### config.mk
export PLATFORM = sky130hd
export DESIGN_NAME = shuffled_lehmer_random_generator
export DESIGN_NICKNAME = d
export VERILOG_FILES = /design/src/rtl/core/slr_pkg.sv /design/src/rtl/core/slr_ram.sv /design/src/rtl/core/slr_lehmer.sv /design/src/rtl/core/slr_trial.sv /design/src/rtl/core/shuffled_lehmer_random_generator.sv
export VERILOG_INCLUDE_DIRS = /design/src /design/src/rtl/core
export SDC_FILE = /design/constraint.sdc
export NUM_CORES = 2
export LEC_CHECK = 0
export BUFFER_PORTS_ARGS = -buffer_cell sky130_fd_sc_hd__buf_2
export CORE_MARGIN = 10
export CORE_UTILIZATION = 30
export DETAILED_ROUTE_END_ITERATION = 7
export GPL_TIMING_DRIVEN = 1
export MAX_ROUTING_LAYER = met4
export SLEW_MARGIN = 20
export SYNTH_ARGS = -nofsm -noshare
export SYNTH_HDL_FRONTEND = slang
export SYNTH_SLANG_ARGS = --single-unit
### constraint.sdc
create_clock -name i_clk -period 8.9 [get_ports i_clk]
set_clock_uncertainty 0.05 [all_clocks]
set_input_delay 1.78 -clock i_clk [delete_from_list [all_inputs] [get_ports i_clk]]
set_output_delay 1.78 -clock i_clk [all_outputs]
set_load 0.01 [all_outputs]
### src/rtl/core/shuffled_lehmer_random_generator_defines.svh
// ----------------------------------------------------------------------------
// Shuffled Lehmer generator assertion macros
// Concurrent check helpers clocked by i_clk and disabled while i_rst_n is low.
// ----------------------------------------------------------------------------
`ifndef SHUFFLED_LEHMER_RANDOM_GENERATOR_DEFINES_SVH
`define SHUFFLED_LEHMER_RANDOM_GENERATOR_DEFINES_SVH

// Same-cycle implication.
`define SLR_ASSERT_IMP(lbl, ante, cons) \
    lbl: assert property (@(posedge i_clk) disable iff (!i_rst_n) (ante) |-> (cons)) \
        else $error("slr check failed");

// Next-cycle implication.
`define SLR_ASSERT_NXT(lbl, ante, cons) \
    lbl: assert property (@(posedge i_clk) disable iff (!i_rst_n) (ante) |=> (cons)) \
        else $error("slr check failed");

`endif

### src/rtl/core/slr_pkg.sv
// ----------------------------------------------------------------------------
// Shuffled Lehmer generator package
// Shared widths, constants, command codes and helpers.
// ----------------------------------------------------------------------------
`timescale 1ns / 1ps
`default_nettype none

package slr_pkg;

    localparam int TABLE_DEPTH = 32;
    localparam int IDX_W       = $clog2(TABLE_DEPTH);
    localparam int VAL_W       = 31;
    localparam int THR_W       = 20;

    // Park-Miller minimal standard generator
    localparam int MUL_W  = 15;
    localparam int PROD_W = VAL_W + MUL_W;
    localparam logic [MUL_W-1:0] LEH_MUL = MUL_W'(16807);
    localparam logic [VAL_W-1:0] LEH_MOD = VAL_W'(32'h7FFF_FFFF);
    localparam longint LEH_DIV   = 1 + (longint'(32'h7FFF_FFFF) - 1) / TABLE_DEPTH;
    localparam int     IDX_SHIFT = $clog2(LEH_DIV);

    // Warm-up: eight discarded steps, then one step per table entry
    localparam int WARM_STEPS = TABLE_DEPTH + 8;
    localparam int STEP_W     = $clog2(WARM_STEPS);

    // Percent trial: remainder by 1000000 through a reciprocal
    localparam int TRIAL_SHIFT = 51;
    localparam int RECIP_W     = 32;
    localparam int QP_W        = VAL_W + RECIP_W;
    localparam int Q_W         = QP_W - TRIAL_SHIFT;
    localparam int REM_W       = 21;
    localparam logic [RECIP_W-1:0] TRIAL_RECIP = RECIP_W'(64'd2251799813);
    localparam logic [THR_W-1:0]   TRIAL_MOD   = THR_W'(1000000);

    typedef enum logic [1:0] {
        CMD_RESEED = 2'd0,
        CMD_DRAW   = 2'd1,
        CMD_TRIAL  = 2'd2,
        CMD_NONE   = 2'd3
    } t_cmd;

    typedef struct packed {
        logic valid;
        logic hit;
    } t_trial_res;

    // Zero and the modulus itself would lock the generator; map them to one.
    function automatic logic [VAL_W-1:0] seed_fix(input logic [VAL_W-1:0] v);
        seed_fix = ((v == '0) || (v == LEH_MOD)) ? VAL_W'(1) : v;
    endfunction

endpackage

`default_nettype wire

### src/rtl/core/slr_ram.sv
// ----------------------------------------------------------------------------
// Simple dual-port RAM
// One write port, one read port, registered read data.
// ----------------------------------------------------------------------------
`timescale 1ns / 1ps
`default_nettype none

module slr_ram #(
    parameter int DEPTH = 32,
    parameter int WIDTH = 31
) (
    input  logic                     i_clk,
    input  logic                     i_we,
    input  logic [$clog2(DEPTH)-1:0] i_waddr,
    input  logic [WIDTH-1:0]         i_wdata,
    input  logic [$clog2(DEPTH)-1:0] i_raddr,
    output logic [WIDTH-1:0]         o_rdata
);

    logic [WIDTH-1:0] r_mem [DEPTH];
    logic [WIDTH-1:0] r_rdata;

    always_ff @(posedge i_clk) begin
        if (i_we) begin
            r_mem[i_waddr] <= i_wdata;
        end
    end

    always_ff @(posedge i_clk) begin
        r_rdata <= r_mem[i_raddr];
    end

    assign o_rdata = r_rdata;

endmodule

`default_nettype wire

### src/rtl/core/slr_lehmer.sv
// ----------------------------------------------------------------------------
// Lehmer step unit
// Multiply by 16807, register, then fold modulo 2^31-1 in the next cycle.
// ----------------------------------------------------------------------------
`timescale 1ns / 1ps
`default_nettype none

module slr_lehmer import slr_pkg::*; (
    input  logic             i_clk,
    input  logic             i_start,
    input  logic [VAL_W-1:0] i_x,
    output logic [VAL_W-1:0] o_y
);

    logic [PROD_W-1:0] n_prod;
    logic [PROD_W-1:0] r_prod;
    logic [VAL_W:0]    w_sum;

    assign n_prod = PROD_W'(i_x) * PROD_W'(LEH_MUL);

    always_ff @(posedge i_clk) begin
        if (i_start) begin
            r_prod <= n_prod;
        end
    end

    // 2^31 == 1 mod (2^31-1): add the high part into the low part
    assign w_sum = (VAL_W+1)'(r_prod[VAL_W-1:0]) + (VAL_W+1)'(r_prod[PROD_W-1:VAL_W]);
    assign o_y   = (w_sum >= (VAL_W+1)'(LEH_MOD)) ? VAL_W'(w_sum - (VAL_W+1)'(LEH_MOD))
                                                   : w_sum[VAL_W-1:0];

endmodule

`default_nettype wire

### src/rtl/core/slr_trial.sv
// ----------------------------------------------------------------------------
// Percent trial pipeline
// Three-stage remainder by 1000000 and compare against the threshold.
// ----------------------------------------------------------------------------
`timescale 1ns / 1ps
`default_nettype none

module slr_trial import slr_pkg::*; (
    input  logic             i_clk,
    input  logic             i_rst_n,
    input  logic             i_start,
    input  logic [VAL_W-1:0] i_value,
    input  logic [THR_W-1:0] i_threshold,
    output t_trial_res       o_res
);

    logic [2:0]         r_vld;
    logic [VAL_W-1:0]   r_v1;
    logic [VAL_W-1:0]   r_v2;
    logic [THR_W-1:0]   r_thr1;
    logic [THR_W-1:0]   r_thr2;
    logic [THR_W-1:0]   r_thr3;
    logic [QP_W-1:0]    r_qp;
    logic [VAL_W:0]     r_qd;
    logic [REM_W-1:0]   r_rem;
    logic [Q_W-1:0]     w_q;
    logic [VAL_W:0]     w_diff;
    logic [REM_W-1:0]   w_rem_fix;

    always_ff @(posedge i_clk) begin
        if (!i_rst_n) begin
            r_vld <= '0;
        end else begin
            r_vld <= {r_vld[1:0], i_start};
        end
    end

    // Quotient estimate is exact or one low
    assign w_q    = r_qp[QP_W-1:TRIAL_SHIFT];
    assign w_diff = (VAL_W+1)'(r_v2) - r_qd;

    always_ff @(posedge i_clk) begin
        r_v1   <= i_value;
        r_thr1 <= i_threshold;
        r_qp   <= QP_W'(i_value) * QP_W'(TRIAL_RECIP);
        r_v2   <= r_v1;
        r_thr2 <= r_thr1;
        r_qd   <= (VAL_W+1)'(w_q) * (VAL_W+1)'(TRIAL_MOD);
        r_thr3 <= r_thr2;
        r_rem  <= w_diff[REM_W-1:0];
    end

    assign w_rem_fix = (r_rem >= REM_W'(TRIAL_MOD)) ? REM_W'(r_rem - REM_W'(TRIAL_MOD)) : r_rem;

    assign o_res.valid = r_vld[2];
    assign o_res.hit   = (w_rem_fix < REM_W'(r_thr3));

endmodule

`default_nettype wire

### src/rtl/core/shuffled_lehmer_random_generator.sv
// ----------------------------------------------------------------------------
// Shuffled Lehmer random generator
// Park-Miller multiplier (16807 mod 2^31-1) behind a Bays-Durham shuffle
// table held in a synchronous RAM, with a percent-trial comparator.
// ----------------------------------------------------------------------------
//  channel | handshake                     | payload
//  --------+-------------------------------+------------------------------------
//  cfg     | i_cfg_we                      | i_cfg_wdata (seed)
//  in      | i_in_valid / o_in_ready       | i_command, i_threshold
//  out     | o_out_valid / i_out_ready     | o_random_value, o_trial_hit
//
//  A raw draw steps through accept, multiply plus table read, fold plus
//  table write and output load; a trial adds the remainder pipeline.
//  The first draw after reset or reseed first runs 40 warm-up steps of the
//  multiply/fold loop. Reseed and the unused code finish on acceptance.
//  Reset is synchronous, active low; the table needs no clearing pass.
//  A stalled output holds the finished result in the output stage until
//  its transfer; the next item is taken once the core is back in idle.
// ----------------------------------------------------------------------------
`timescale 1ns / 1ps
`default_nettype none

`include "shuffled_lehmer_random_generator_defines.svh"

module shuffled_lehmer_random_generator import slr_pkg::*; (
    input  logic             i_clk,
    input  logic             i_rst_n,
    input  logic             i_cfg_we,
    input  logic [VAL_W-1:0] i_cfg_wdata,
    input  logic             i_in_valid,
    output logic             o_in_ready,
    input  logic [1:0]       i_command,
    input  logic [THR_W-1:0] i_threshold,
    output logic             o_out_valid,
    input  logic             i_out_ready,
    output logic [VAL_W-1:0] o_random_value,
    output logic             o_trial_hit
);

    typedef enum logic [6:0] {
        S_IDLE      = 7'b0000001,
        S_WARM_MUL  = 7'b0000010,
        S_WARM_FOLD = 7'b0000100,
        S_DRAW_MUL  = 7'b0001000,
        S_DRAW_FOLD = 7'b0010000,
        S_TRIAL     = 7'b0100000,
        S_DONE      = 7'b1000000
    } t_state;

    t_state             r_state;
    logic [VAL_W-1:0]   r_seed;
    logic [VAL_W-1:0]   r_gen;      // generator value
    logic [VAL_W-1:0]   r_last;     // previous output, picks the table entry
    logic               r_init;     // table refill pending
    logic [STEP_W-1:0]  r_step;     // warm-up countdown
    t_cmd               r_cmd;
    logic [THR_W-1:0]   r_thr;
    logic [VAL_W-1:0]   r_res;
    logic               r_hit;
    logic               r_o_valid;
    logic [VAL_W-1:0]   r_o_value;
    logic               r_o_hit;

    logic               w_in_xfer;
    t_cmd               w_cmd;
    logic               w_need_init;
    logic [VAL_W-1:0]   w_init_gen;
    logic               w_lstart;
    logic [VAL_W-1:0]   w_ly;
    logic [IDX_W-1:0]   w_idx;
    logic               w_we;
    logic [IDX_W-1:0]   w_waddr;
    logic [VAL_W-1:0]   w_rdata;
    logic [VAL_W-1:0]   w_draw_out;
    logic               w_tstart;
    t_trial_res         w_trial;
    logic               w_o_load;

    assign o_in_ready  = (r_state == S_IDLE);
    assign w_in_xfer   = i_in_valid && o_in_ready;
    assign w_cmd       = t_cmd'(i_command);

    // Refill on pending reseed, or from one if the previous output is zero
    assign w_need_init = r_init || (r_last == '0);
    assign w_init_gen  = seed_fix(r_init ? r_gen : VAL_W'(1));

    // Top bits of the previous output select the entry
    assign w_idx       = IDX_W'(r_last >> IDX_SHIFT);

    // Every step multiplies the current generator value
    assign w_lstart    = (r_state == S_WARM_MUL) || (r_state == S_DRAW_MUL);

    // Warm-up fills entries from the top down during its last steps;
    // a draw swaps the fresh generator value into the picked entry.
    assign w_we    = ((r_state == S_WARM_FOLD) && (r_step < STEP_W'(TABLE_DEPTH)))
                  || (r_state == S_DRAW_FOLD);
    assign w_waddr = (r_state == S_WARM_FOLD) ? r_step[IDX_W-1:0] : w_idx;

    assign w_draw_out = (w_rdata == LEH_MOD) ? VAL_W'(LEH_MOD - VAL_W'(1)) : w_rdata;
    assign w_tstart   = (r_state == S_DRAW_FOLD) && (r_cmd == CMD_TRIAL);

    // Load the finished result once the output stage is free
    assign w_o_load   = (r_state == S_DONE) && (!r_o_valid || i_out_ready);

    slr_lehmer u_lehmer (
        .i_clk   (i_clk),
        .i_start (w_lstart),
        .i_x     (r_gen),
        .o_y     (w_ly)
    );

    slr_ram #(
        .DEPTH (TABLE_DEPTH),
        .WIDTH (VAL_W)
    ) u_table (
        .i_clk   (i_clk),
        .i_we    (w_we),
        .i_waddr (w_waddr),
        .i_wdata (w_ly),
        .i_raddr (w_idx),
        .o_rdata (w_rdata)
    );

    slr_trial u_trial (
        .i_clk       (i_clk),
        .i_rst_n     (i_rst_n),
        .i_start     (w_tstart),
        .i_value     (w_draw_out),
        .i_threshold (r_thr),
        .o_res       (w_trial)
    );

    always_ff @(posedge i_clk) begin
        if (!i_rst_n) begin
            r_state   <= S_IDLE;
            r_seed    <= VAL_W'(1);
            r_gen     <= VAL_W'(1);
            r_last    <= '0;
            r_init    <= 1'b1;
            r_step    <= '0;
            r_cmd     <= CMD_NONE;
            r_o_valid <= 1'b0;
        end else begin
            if (i_cfg_we) begin
                r_seed <= i_cfg_wdata;
            end
            // load a finished result, or drop the output once its transfer completes
            if (w_o_load) begin
                r_o_valid <= 1'b1;
            end else if (r_o_valid && i_out_ready) begin
                r_o_valid <= 1'b0;
            end

            unique case (r_state)
                S_IDLE: begin
                    if (w_in_xfer) begin
                        r_cmd <= w_cmd;
                        r_thr <= i_threshold;
                        unique case (w_cmd)
                            CMD_RESEED: begin
                                r_gen  <= seed_fix(r_seed);
                                r_init <= 1'b1;
                            end
                            CMD_DRAW, CMD_TRIAL: begin
                                if (w_need_init) begin
                                    r_gen   <= w_init_gen;
                                    r_step  <= STEP_W'(WARM_STEPS - 1);
                                    r_state <= S_WARM_MUL;
                                end else begin
                                    r_state <= S_DRAW_MUL;
                                end
                            end
                            default: begin
                            end
                        endcase
                    end
                end
                S_WARM_MUL: begin
                    r_state <= S_WARM_FOLD;
                end
                S_WARM_FOLD: begin
                    r_gen <= w_ly;
                    if (r_step == '0) begin
                        // entry zero was just written with this value
                        r_last  <= w_ly;
                        r_init  <= 1'b0;
                        r_state <= S_DRAW_MUL;
                    end else begin
                        r_step  <= r_step - STEP_W'(1);
                        r_state <= S_WARM_MUL;
                    end
                end
                S_DRAW_MUL: begin
                    r_state <= S_DRAW_FOLD;
                end
                S_DRAW_FOLD: begin
                    r_gen   <= w_ly;
                    r_last  <= w_draw_out;
                    r_res   <= w_draw_out;
                    r_hit   <= 1'b0;
                    r_state <= (r_cmd == CMD_TRIAL) ? S_TRIAL : S_DONE;
                end
                S_TRIAL: begin
                    if (w_trial.valid) begin
                        r_hit   <= w_trial.hit;
                        r_state <= S_DONE;
                    end
                end
                S_DONE: begin
                    // hold until the output stage is free
                    if (w_o_load) begin
                        r_o_value <= r_res;
                        r_o_hit   <= r_hit;
                        r_state   <= S_IDLE;
                    end
                end
                default: begin
                    r_state <= S_IDLE;
                end
            endcase
        end
    end

    assign o_out_valid    = r_o_valid;
    assign o_random_value = r_o_value;
    assign o_trial_hit    = r_o_hit;

    // The generator never collapses to zero
    `SLR_ASSERT_IMP(a_gen_nonzero, 1'b1, r_gen != '0)
    // Output values stay below the modulus
    `SLR_ASSERT_IMP(a_out_range, o_out_valid, o_random_value != LEH_MOD)
    // Trial result lines up with the wait state
    `SLR_ASSERT_IMP(a_trial_align, w_trial.valid, r_state == S_TRIAL)
    // Finishing the warm-up clears the refill request
    `SLR_ASSERT_NXT(a_warm_done, (r_state == S_WARM_FOLD) && (r_step == '0), !r_init)

endmodule

`default_nettype wire
==> metrics.txt <==
syn_nets=6689; Placed Instances=8888; H-tree depth=4; fin. max-slew vios=0; ANT nets after route=0; syn avg cell area=13.7 µm²; starting DRC count in detailed routing=3681; Die Height=524 µm; Die Area=0.274 mm²; layout cells sized above 1=12.1%; Worst Slack Setup Final=0.816 ns; IO Port Bufs=91; Initial Utilization=30.2%; Setup WS pre-CTS=around 0.82 ns; register area=about 0.04 mm²; # fillers=24400; io pins=92; clock slew at reported path FFs=0.06 ns; top post-synthesis cells by count=edfxtp_1, inv_1, ha_1; Root Driver=clkbuf_16; DRT Pass-1 Iters=6; leak pwr=33.8 nW; CP Data Required Time=9.51 ns; top-count cell post-synth=edfxtp_1; multi-input logic area=0.0333 mm²; Row Count=184; Top FF cell, synth=edfxtp_1; final net count=6837; critical path launch point type=flop; Sinks on Clock Net=1416; CP max stage delay=around 0.67 ns; Slew headroom=between 10% and 20%; Synth cell types=87; CTS Hold Bufs=0; CTS tree=yes; Post-synth EDFFs=1122; cell mode on critical path=fa_1; flops & latches, synth=roughly 1400; Power Density=237 mW/mm²; run status=completed; Longest Clk Path Bufs=3; number of global-route vias before repair=45900; via count=45300; family with the most delay on the worst path=adder cells; setup bufs post-CTS=0; Hold WC Path Type=reg -> reg; DRC viols=0; Wirelength per Cell=22.4 µm; area leader, netlist=edfxtp_1; post-route minimum period=slightly above 8 ns; Die X=~520 µm; period utilization=90.8%; global placement routability congestion=0.916; CP max-delay cell=dfxtp_1; Worst Tran Pin Value=1.19 ns; Gate Count Post-Synth=5540; grt ovf=0; Synth Warn #=0; Total GRT Usage=15.0%; total CTS buffers=145; Final HPWL DP=140 mm; final core utilization=34.2%; setup TNS=0 ns; FMAX=approximately 0.12 GHz; Worst EP arrival=8.69 ns; Resized cells post-CTS=0; kind of critical path=reg -> reg; initial antenna violation count=13; CP bufs+invs=6; setup violators final=0; first-pass GRT wire length=302 mm; fin cells=9155; crit-path max FO=10; Total Wirelength=approximately 200 mm; largest net degree at the start of global routing=131; Placed Area=about 0.081 mm²; async set-or-reset flop fraction in the synthesized netlist=0%; Peak VDD IR=between 0.0002 and 0.0003 V; max_cap viols=0; Post-Syn Area=0.0762 mm²; core area=0.252 mm²; top post-synthesis cells by area=edfxtp_1, fa_1, ha_1; cell area after layout=0.0861 mm²; post-DR vias/cell=4.95; Hold Vio Cnt, Final=0; latest clock arrival within the worst-skew pair=0.79 ns; sequential fraction of the synthesis area=52.0%; RSZ-0062 raised after global routing=no; Syn-to-layout area delta=13.1%; area share of the largest cell type after synthesis=44.2%; Setup crit end kind=flop
## worst paths after layout
path	from	to	slack, ns	cells past startpoint
worst max-delay path	u_table.o_rdata[14]$_DFF_P_	u_trial.r_qp[62]$_DFF_P_	0.82	26
worst min-delay path	u_trial.r_v1[12]$_DFF_P_	u_trial.r_v2[12]$_DFF_P_	0.27	0
worst max register to register	u_table.o_rdata[14]$_DFF_P_	u_trial.r_qp[62]$_DFF_P_	0.82	26
worst min register to register	u_trial.r_v1[12]$_DFF_P_	u_trial.r_v2[12]$_DFF_P_	0.27	0
## kinds of logic (layout without fill, tap and decap cells)
| logic type | after synthesis | in the layout | share of synthesized area (%) |
|---|---|---|---|
| AOI/OAI and AO/OA | 855 | 855 | 7.20 |
| and+or+nand+nor | 672 | 672 | 4.54 |
| other | 0 | 4 | 0 |
| buffers and inverters | 972 | 1235 | 4.83 |
| muxes | 408 | 408 | 7.50 |
| adders and majority gates | 1091 | 1091 | 22.5 |
| DFF | 1416 | 1416 | 52.0 |
| xor gates and xnor gates | 126 | 126 | 1.45 |
## cell type report
cell class | count | share of cell area (%)
Antenna cell | 4 | 0.0116
Sequential cell | 1416 | 46.0
Tap cell | 3348 | 4.87
Clock buffer | 184 | 4.48
Multi-Input combinational cell | 3152 | 38.7
Inverter | 765 | 3.34
Clock inverter | 78 | 1.02
Timing Repair Buffer | 208 | 1.61
## sequential cells by signal (all words and copies together) (netlist names), 21 cells and up
register	cells
u_table.r_mem	992
u_trial.r_v2	21
r_res	31
u_table.o_rdata	31
r_seed	31
o_random_value	31
u_lehmer.r_prod	46
u_trial.r_v1	21
u_trial.r_rem	21
r_last	31
r_gen	31
## per-stage QoR
stage / hold slack, ns / power [mW]
2_1_floorplan: 0.260 / 12.6
3_3_place_gp: 0.260 / 14.4
3_5_place_dp: 0.262 / 14.5
4_1_cts: 0.275 / 20.6
5_1_grt: 0.280 / 21.7
6_report: 0.273 / 20.4
## report_power, final
part | internal, mW | total [mW] | switching (mW)
Combinational | 2.82 | 6.68 | 3.86
Clock | 3.43 | 6.06 | 2.63
Sequential | 7.49 | 7.67 | 0.182
Total | 13.7 | 20.4 | 6.68
## cell usage in the layout, fill, tap and decap left out, types with 17 or more instances in the layout
master,count
inv_1,765
nor4_1,38
a31oi_1,20
ha_1,626
o22ai_1,66
clkinv_2,19
clkbuf_16,147
xnor2_1,85
nand2_1,135
o21ai_0,158
nand4_1,50
mux2_2,63
clkinv_1,22
nor2b_1,55
dfxtp_1,289
edfxtp_1,1122
mux4_2,124
fa_1,465
nor2_1,113
mux2i_1,221
clkbuf_1,33
buf_2,90
nor3_1,38
o221ai_1,65
nor2_4,35
buf_4,113
nand3_1,50
o31ai_1,32
and2_1,17
a21o_1,66
and3_1,27
nand2b_1,26
a21oi_1,273
xor2_1,33
## layer usage
metal  share of wire, %  vias up  global-route usage [%]
met5                  0        -                       -
met4                2.4        0                    3.68
met3                7.3      294                    2.75
met2                 46     1528                    23.7
met1                 44    23200                    20.1
li1                   -    20300                       -
(Power assumes the default switching activity.)
